**src/gda_pkg.sv**
```systemverilog
// Shared types, constants and calendar functions for the date adder.
package gda_pkg;

  // Calendar limits and field widths
  localparam int MAX_YEAR    = 9999;
  localparam int OFFSET_BITS = 20;
  localparam int DAY_W       = 5;
  localparam int MONTH_W     = 4;
  localparam int YEAR_W      = 14;
  localparam int OFF_W       = 20;
  localparam int DOY_W       = 9;
  localparam int REM_W       = ((OFFSET_BITS > DOY_W) ? OFFSET_BITS : DOY_W) + 1;
  localparam int CYCLE_YEARS = 400;

  localparam logic [MONTH_W-1:0] JANUARY  = MONTH_W'(1);
  localparam logic [MONTH_W-1:0] FEBRUARY = MONTH_W'(2);
  localparam logic [MONTH_W-1:0] DECEMBER = MONTH_W'(12);

  // Controller states
  typedef enum logic [2:0] {
    S_IDLE,
    S_REDUCE,
    S_INIT,
    S_YEAR,
    S_MONTH,
    S_DONE
  } state_t;

  // Commands from controller to datapath
  typedef struct packed {
    logic load;
    logic reduce;
    logic init;
    logic year_step;
    logic month_step;
    logic saturate;
  } ctrl_cmd_t;

  // Status from datapath to controller
  typedef struct packed {
    logic reduce_done;
    logic year_fits;
    logic at_max;
    logic month_fits;
  } dp_status_t;

  // Leap test on a year already reduced modulo 400
  function automatic logic is_leap(input logic [DOY_W-1:0] r);
    logic [DOY_W-1:0] r100;
    if (r >= DOY_W'(300)) begin
      r100 = r - DOY_W'(300);
    end else if (r >= DOY_W'(200)) begin
      r100 = r - DOY_W'(200);
    end else if (r >= DOY_W'(100)) begin
      r100 = r - DOY_W'(100);
    end else begin
      r100 = r;
    end
    return (r[1:0] == 2'd0) && ((r100 != '0) || (r == '0));
  endfunction

  // Length of a month, with February at 29 days in a leap year
  function automatic logic [DAY_W-1:0] month_days(input logic [MONTH_W-1:0] m,
                                                  input logic leap);
    logic [DAY_W-1:0] len;
    unique case (m)
      4'd1, 4'd3, 4'd5, 4'd7, 4'd8, 4'd10, 4'd12: len = DAY_W'(31);
      4'd4, 4'd6, 4'd9, 4'd11:                    len = DAY_W'(30);
      4'd2:                                        len = leap ? DAY_W'(29) : DAY_W'(28);
      default:                                     len = DAY_W'(31);
    endcase
    return len;
  endfunction

  // Days in the months before month m of a common year
  function automatic logic [DOY_W-1:0] days_before_month(input logic [MONTH_W-1:0] m);
    logic [DOY_W-1:0] acc;
    unique case (m)
      4'd1:    acc = DOY_W'(0);
      4'd2:    acc = DOY_W'(31);
      4'd3:    acc = DOY_W'(59);
      4'd4:    acc = DOY_W'(90);
      4'd5:    acc = DOY_W'(120);
      4'd6:    acc = DOY_W'(151);
      4'd7:    acc = DOY_W'(181);
      4'd8:    acc = DOY_W'(212);
      4'd9:    acc = DOY_W'(243);
      4'd10:   acc = DOY_W'(273);
      4'd11:   acc = DOY_W'(304);
      4'd12:   acc = DOY_W'(334);
      default: acc = DOY_W'(0);
    endcase
    return acc;
  endfunction

endpackage

```
**src/gregorian_date_add_days.sv**
```systemverilog
// Top level of the Gregorian date adder: controller plus datapath.
//
// Raise start while busy is low to present a date and a day offset; the word
// is taken at that edge and busy rises at once. The result appears for one
// cycle with done high and cannot be held off, so capture it then; busy
// falls the cycle after. After the accepting edge the controller reduces the
// clamped start year modulo 400, one subtraction a cycle, then forms the
// day of year plus the offset, walks the years at one year per cycle (about
// 2900 year boundaries at most for the largest offset) and then walks the
// months of the final year (at most 11 month steps). A saturated result
// skips the month walk. Out-of-range start fields are clamped; a result past
// December 31 of the last year saturates to that date with year_overflow.
module gregorian_date_add_days (
  input  logic                        clk,
  input  logic                        rst,
  input  logic                        start,
  output logic                        busy,
  input  logic [gda_pkg::DAY_W-1:0]   start_day,
  input  logic [gda_pkg::MONTH_W-1:0] start_month,
  input  logic [gda_pkg::YEAR_W-1:0]  start_year,
  input  logic [gda_pkg::OFF_W-1:0]   day_offset,
  output logic                        done,
  output logic [gda_pkg::DAY_W-1:0]   end_day,
  output logic [gda_pkg::MONTH_W-1:0] end_month,
  output logic [gda_pkg::YEAR_W-1:0]  end_year,
  output logic                        year_overflow
);
  import gda_pkg::*;

  ctrl_cmd_t  cmd;
  dp_status_t status;

  // Sequence the walk
  gda_ctrl u_ctrl (
    .clk    (clk),
    .rst    (rst),
    .start  (start),
    .status (status),
    .cmd    (cmd),
    .busy   (busy),
    .done   (done)
  );

  // Hold and walk the date
  gda_dp u_dp (
    .clk           (clk),
    .cmd           (cmd),
    .start_day     (start_day),
    .start_month   (start_month),
    .start_year    (start_year),
    .day_offset    (day_offset),
    .status        (status),
    .end_day       (end_day),
    .end_month     (end_month),
    .end_year      (end_year),
    .year_overflow (year_overflow)
  );

`ifndef NO_ASSERTIONS
  a_done_single: assert property (@(posedge clk) disable iff (rst)
    done |=> !done)
    else $error("done held for more than one cycle");

  a_done_busy: assert property (@(posedge clk) disable iff (rst)
    done |-> busy)
    else $error("done raised while idle");

  a_accept_busy: assert property (@(posedge clk) disable iff (rst)
    (start && !busy) |=> (busy && !done))
    else $error("accepted word did not start a walk");

  a_saturate: assert property (@(posedge clk) disable iff (rst)
    (done && year_overflow) |-> ((end_month == DECEMBER) && (end_day == DAY_W'(31))
                                  && (end_year == YEAR_W'(MAX_YEAR))))
    else $error("overflow result not saturated");

  a_month_range: assert property (@(posedge clk) disable iff (rst)
    done |-> ((end_month >= JANUARY) && (end_month <= DECEMBER) && (end_day != '0)))
    else $error("result date out of range");
`endif

endmodule

```
**src/gda_ctrl.sv**
```systemverilog
// Controller state machine that sequences the date walk.
module gda_ctrl (
  input  logic                clk,
  input  logic                rst,
  input  logic                start,
  input  gda_pkg::dp_status_t status,
  output gda_pkg::ctrl_cmd_t  cmd,
  output logic                busy,
  output logic                done
);
  import gda_pkg::*;

  state_t state;
  state_t state_next;

  // Hold the state register
  always_ff @(posedge clk) begin
    if (rst) begin
      state <= S_IDLE;
    end else begin
      state <= state_next;
    end
  end

  // Choose the next state
  always_comb begin
    state_next = state;
    unique case (state)
      S_IDLE: begin
        if (start) state_next = S_REDUCE;
      end
      S_REDUCE: begin
        if (status.reduce_done) state_next = S_INIT;
      end
      S_INIT: begin
        state_next = S_YEAR;
      end
      S_YEAR: begin
        if (status.year_fits) begin
          state_next = S_MONTH;
        end else if (status.at_max) begin
          state_next = S_DONE;
        end
      end
      S_MONTH: begin
        if (status.month_fits) state_next = S_DONE;
      end
      S_DONE: begin
        state_next = S_IDLE;
      end
      default: state_next = S_IDLE;
    endcase
  end

  // Drive commands and handshake outputs
  always_comb begin
    cmd  = '0;
    busy = 1'b1;
    done = 1'b0;
    unique case (state)
      S_IDLE: begin
        busy     = 1'b0;
        cmd.load = start;
      end
      S_REDUCE: begin
        cmd.reduce = !status.reduce_done;
      end
      S_INIT: begin
        cmd.init = 1'b1;
      end
      S_YEAR: begin
        if (!status.year_fits) begin
          if (status.at_max) begin
            cmd.saturate = 1'b1;
          end else begin
            cmd.year_step = 1'b1;
          end
        end
      end
      S_MONTH: begin
        cmd.month_step = !status.month_fits;
      end
      S_DONE: begin
        done = 1'b1;
      end
      default: begin
        busy = 1'b1;
      end
    endcase
  end

endmodule

```
**src/gda_dp.sv**
```systemverilog
// Datapath: input clamping, year-cycle reduction and the year and month walk.
module gda_dp (
  input  logic                              clk,
  input  gda_pkg::ctrl_cmd_t                cmd,
  input  logic [gda_pkg::DAY_W-1:0]         start_day,
  input  logic [gda_pkg::MONTH_W-1:0]       start_month,
  input  logic [gda_pkg::YEAR_W-1:0]        start_year,
  input  logic [gda_pkg::OFF_W-1:0]         day_offset,
  output gda_pkg::dp_status_t               status,
  output logic [gda_pkg::DAY_W-1:0]         end_day,
  output logic [gda_pkg::MONTH_W-1:0]       end_month,
  output logic [gda_pkg::YEAR_W-1:0]        end_year,
  output logic                              year_overflow
);
  import gda_pkg::*;

  localparam logic [YEAR_W-1:0] MAX_Y = YEAR_W'(MAX_YEAR);
  localparam logic [YEAR_W-1:0] CYC   = YEAR_W'(CYCLE_YEARS);

  logic [DAY_W-1:0]       day;
  logic [MONTH_W-1:0]     month;
  logic [YEAR_W-1:0]      year;
  logic [YEAR_W-1:0]      ymod;
  logic [OFFSET_BITS-1:0] off;
  logic [REM_W-1:0]       rem;
  logic                   ovf;

  logic                   leap;
  logic [DAY_W-1:0]       start_len;
  logic [DAY_W-1:0]       day_clamped;
  logic [DOY_W-1:0]       doy;
  logic [REM_W-1:0]       year_len;
  logic [REM_W-1:0]       mon_len;
  logic [MONTH_W-1:0]     month_in;
  logic [YEAR_W-1:0]      year_in;

  // Clamp the incoming month and year
  always_comb begin
    if (start_month == '0) begin
      month_in = JANUARY;
    end else if (start_month > DECEMBER) begin
      month_in = DECEMBER;
    end else begin
      month_in = start_month;
    end
    if (start_year == '0) begin
      year_in = YEAR_W'(1);
    end else if (start_year > MAX_Y) begin
      year_in = MAX_Y;
    end else begin
      year_in = start_year;
    end
  end

  // Leap flag of the current year, valid once ymod is below 400
  assign leap = is_leap(ymod[DOY_W-1:0]);

  // Clamp the start day and form its day of year
  always_comb begin
    start_len = month_days(month, leap);
    if (day == '0) begin
      day_clamped = DAY_W'(1);
    end else if (day > start_len) begin
      day_clamped = start_len;
    end else begin
      day_clamped = day;
    end
    doy = days_before_month(month) + DOY_W'(day_clamped)
        + DOY_W'(leap && (month > FEBRUARY));
  end

  // Lengths used by the walk
  assign year_len = leap ? REM_W'(366) : REM_W'(365);
  assign mon_len  = REM_W'(month_days(month, leap));

  // Report status to the controller
  assign status.reduce_done = (ymod < CYC);
  assign status.year_fits   = (rem <= year_len);
  assign status.at_max      = (year == MAX_Y);
  assign status.month_fits  = (month == DECEMBER) || (rem <= mon_len);

  // Load, reduce and walk
  always_ff @(posedge clk) begin
    if (cmd.load) begin
      day   <= start_day;
      month <= month_in;
      year  <= year_in;
      ymod  <= year_in;
      off   <= day_offset[OFFSET_BITS-1:0];
    end
    if (cmd.reduce) begin
      ymod <= ymod - CYC;
    end
    if (cmd.init) begin
      rem   <= REM_W'(doy) + REM_W'(off);
      month <= JANUARY;
      ovf   <= 1'b0;
    end
    if (cmd.year_step) begin
      rem  <= rem - year_len;
      year <= year + YEAR_W'(1);
      ymod <= (ymod == CYC - YEAR_W'(1)) ? '0 : ymod + YEAR_W'(1);
    end
    if (cmd.month_step) begin
      rem   <= rem - mon_len;
      month <= month + MONTH_W'(1);
    end
    if (cmd.saturate) begin
      rem   <= REM_W'(31);
      month <= DECEMBER;
      ovf   <= 1'b1;
    end
  end

  // Present the result
  assign end_day       = rem[DAY_W-1:0];
  assign end_month     = month;
  assign end_year      = year;
  assign year_overflow = ovf;

endmodule

```
**config.mk**
```make
export PLATFORM = sky130hd
export DESIGN_NAME = gregorian_date_add_days
export DESIGN_NICKNAME = d
export VERILOG_FILES = /design/src/gda_pkg.sv /design/src/gregorian_date_add_days.sv /design/src/gda_ctrl.sv /design/src/gda_dp.sv
export SDC_FILE = /design/constraint.sdc
export NUM_CORES = 1
export LEC_CHECK = 0
export ABC_CLOCK_PERIOD_IN_PS = 17850
export BUFFER_PORTS_ARGS = -buffer_cell sky130_fd_sc_hd__buf_2
export CAP_MARGIN = 20
export CORE_MARGIN = 5
export CORE_UTILIZATION = 55
export CTS_CLUSTER_SIZE = 10
export DETAILED_ROUTE_END_ITERATION = 10
export PLACE_DENSITY = 0.82
export REMOVE_ABC_BUFFERS = 1
export SLEW_MARGIN = 20
export SYNTH_ARGS = -nofsm -noshare
export SYNTH_HDL_FRONTEND = slang
export SYNTH_SLANG_ARGS = --single-unit
```
**constraint.sdc**
```tcl
create_clock -name clk -period 17.85 [get_ports clk]
set_input_delay 0.8925 -clock clk [delete_from_list [all_inputs] [get_ports clk]]
set_output_delay 0.8925 -clock clk [all_outputs]
set_load 0.05 [all_outputs]
```
==> flow_summary.ini <==
[clock_tree]
postCtsSetupRepairBufs = 0
hold_buffers = 0
clockBufferDepth = 2
number_of_levels_in_the_clock_h_tree = 3
cts_sinks = 91
clk_transition_reported_paths_ps = 70
cts_resized = 0
tritoncts.num_buffers = 9
clkLatencyLatePin_ps = 360
tritoncts = yes
cts_root_buffer = clkbuf_16

[power]
share_clk_of_total_power_pct = 12.4
comb_power_share_pct = 58.7
p_seq_share_pct = 28.9
power.net_switching_mw = 0.7598
power_leakage_nw = 3.136
power.density_cell_area_mw_per_mm2 = 193.1
vdd.ir_drop.worst_v = 0.0001184
p_int_mw = 0.7846
power.share.switching_pct = 49.20

[worst_setup_path]
reg2reg_to = u_dp.rem[20]
critPathTopFamily = compound AO/OA/AOI/OAI gates
critPathMaxStageDelay_ps = 580
cp_num_buf_inv = 3
crit_start = u_dp.ymod[4]
r2r.worst_path.cells = 33
crit_path_end = u_dp.rem[20]
required_ps = 18090
worst-path-max-fanout = 8
timing.reg2reg.setup_slack_ps = 9680
startpoint_type = flip-flop
worstSetupEndpointType = flip-flop
crit_type = flip-flop to flip-flop
reg2reg_from = u_dp.ymod[4]
crit_arrival_ps = 8410
critical-path-slowest-cell = a221oi_1
crit_cells = 33

[die]
floorplan.die.width_um = 125.3
initial_utilization_pct = 55.67
core_area_sq_mm = 0.01314
ios = 72
core.rowCount = 42
die_area_sq_mm = 0.01570
fp.dieH_um = 125.3

[global_routing]
antenna_found_initial = 0
vias_in_the_first_global_route = 6167
grt_overflow_total = 0
gr-usage-all-layers_pct = 22.97
grt_start_max_net_pins = 48
first_pass_grt_wire_length_um = 29910

[yosys]
synth-async-reset-ratio_pct = 0
post-synth-top-area-cell = edfxtp_1
synth_flop_cell = edfxtp_1
synth_top_area_share_pct = 21.76
count_of_unique_library_cells_instantiated_by_yosys = 85
syn-mean-instance-area_sq_um = 8.514
synth.ff_latch_count = 91
synth_enable_flop_cells = 53
synth_area_leaders = edfxtp_1 (22%), dfxtp_1 (10%), ha_1 (8.0%)
post_synth_inst_count = 859
synth-seq-area-share_pct = 32.16
cell_area_synth_sq_mm = 0.007313
total_number_of_yosys_warnings = 0

[run]
maxCapViolations = 0

[timing]
hold_viol_final = 0
max_freq_ghz = 0.1225
max_slew_margin_pct = 31.88
final.setup_skew_ps = 10.95
timing.final.ws_setup_ps = 9684
setup_viol_count_final = 0
final-max-slew-violation-count = 0
rsz0062_at_grt = false
final.min_clock_period_ps = 8166
setup_tns_ps = 0
tightest_slew_ps = 1016
hold_ws_ps = 453.0
final.period_utilization_pct = 45.75

[drt]
dr.pass1.iters = 7
final_antenna_net_count = 0
drt_wl_total_um = 18150
detailedRoute.firstIterationViolations = 926
vias_per_cell = 6.196
via_count = 6679
avgRoutedWirePerCell_um = 16.84
detail_route.drc_violations = 0

[placed_design]
port_buffers = 71
place_worst_setup_slack_ps = 9726
dp_hpwl_um = 13320
gp_congestion = 0.9514

[status]
run_status = complete, no violations

[finish]
diodes = 0
flow.area_growth_from_synthesis_pct = 9.376
layout-drive-gt1-share_pct = 13.19
nets = 995

[min_path]
hold_path_class = flip-flop to flip-flop
==> power by group through the flow <==
stage / clock (mW) / sequential (mW) / combinational [mW]
floorplan: 0 / 0.475 / 0.642
global placement: 0 / 0.444 / 0.880
detailed placement: 0 / 0.447 / 0.896
finish: 0.191 / 0.447 / 0.907
CTS: 0.193 / 0.443 / 0.904
global route: 0.205 / 0.461 / 1.01
==> cell families after synthesis <==
kind of cell | Yosys count | synth area share (%)
and+or+nand+nor | 310 | 21.54
AOI/OAI and AO/OA | 237 | 22.24
xor gates and xnor gates | 65 | 7.784
muxes | 10 | 1.386
adders and majority gates | 52 | 9.410
buffers and inverters | 94 | 5.475
DFF | 91 | 32.16
==> placed cells by master (no fill, tap or decap), types with 7 or more instances in the layout <==
master	n
nand2_1	77
buf_2	71
nor2_1	61
o21ai_0	56
a21oi_1	54
edfxtp_1	53
ha_1	47
inv_1	41
dfxtp_1	38
xnor2_1	37
nand3_1	36
xor2_1	28
nor3_1	28
nor4_1	15
nand2b_1	14
a31oi_1	12
o211ai_1	11
nand4_1	11
a21o_1	10
o22ai_1	10
and2_1	9
nor2b_1	9
or3_1	9
o221ai_1	9
mux2i_1	9
clkbuf_16	9
nand3b_1	8
o21bai_1	7
a211oi_1	7
and3_1	7
buf_4	7
==> routing by layer <==
layer | global-route usage, % | share of wire [%]
met1 | 30.27 | 43
met2 | 38.28 | 47
met3 | 3.923 | 7.6
met4 | 7.972 | 2.2
met5 | 0 | 0
==> cells in the mapped netlist (all sizes together) (4+ instances only) <==
| library cell | count |
|---|---|
| nand2 | 78 |
| nor2 | 63 |
| o21ai | 57 |
| a21oi | 56 |
| edfxtp | 53 |
| ha | 47 |
| inv | 42 |
| dfxtp | 38 |
| xnor2 | 37 |
| nand3 | 36 |
| clkbuf | 33 |
| nor3 | 29 |
| xor2 | 28 |
| buf | 18 |
| nor4 | 15 |
| nand2b | 14 |
| a31oi | 13 |
| o211ai | 12 |
| nand4 | 11 |
| a211oi | 10 |
| a21o | 10 |
| o22ai | 10 |
| or3 | 10 |
| and2 | 9 |
| mux2i | 9 |
| nor2b | 9 |
| o221ai | 9 |
| nand3b | 8 |
| and3 | 7 |
| o21bai | 7 |
| or2 | 6 |
| a221oi | 5 |
| a22oi | 5 |
| fa | 5 |
| o21a | 5 |
| a32oi | 4 |
==> state kept, by name, indices dropped and copies added, names as in the netlist, named ones only <==
| name | count |
|---|---|
| u_dp.rem | 21 |
| u_dp.off | 20 |
| u_dp.end_year | 14 |
| u_dp.ymod | 14 |
| u_dp.day | 5 |
| u_dp.end_month | 4 |
| u_ctrl.state | 3 |
| u_dp.year_overflow | 1 |
==> tightest hold or removal path, cell delays in order (launching register included) <==
cell	delay [ps]
dfxtp_1	310
nand2_1	50
nand2_1	50
==> metrics by stage <==
| stage | area, sq um | total power, mW | util [%] | cells |
|---|---|---|---|---|
| 2_1_floorplan | 7074 | 1.117 | - | 808 |
| 4_1_cts | 7999 | 1.539 | 60.89 | 1078 |
| 5_1_grt | 7999 | 1.672 | 60.89 | 1078 |
| 3_3_place_gp | 7707 | 1.324 | 58.67 | 1062 |
| 6_report | 7999 | 1.544 | 60.89 | 1078 |
| 3_5_place_dp | 7707 | 1.342 | 58.67 | 1062 |
==> worst min path at each step <==
stage                       startpoint                 end  slack (ps)  cells after the start
floorplan                 u_dp.rem[12]        u_dp.rem[12]         480                      2
global placement    u_dp.year_overflow  u_dp.year_overflow         440                      2
global route        u_dp.year_overflow  u_dp.year_overflow         480                      2
detailed placement  u_dp.year_overflow  u_dp.year_overflow         440                      2
CTS                 u_dp.year_overflow  u_dp.year_overflow         460                      2
finish              u_dp.year_overflow  u_dp.year_overflow         450                      2
==> layout make-up <==
cell class,instances,area [sq um]
clock buffer,9,225.2
clock inverter,7,66.31
fill,1166,5139
inverter,43,161.4
multi-input combinational,674,4566
sequential,91,2352
tap,176,220.2
timing repair buffer,78,407.9
No activity file was read; power rests on OpenSTA's default activity.
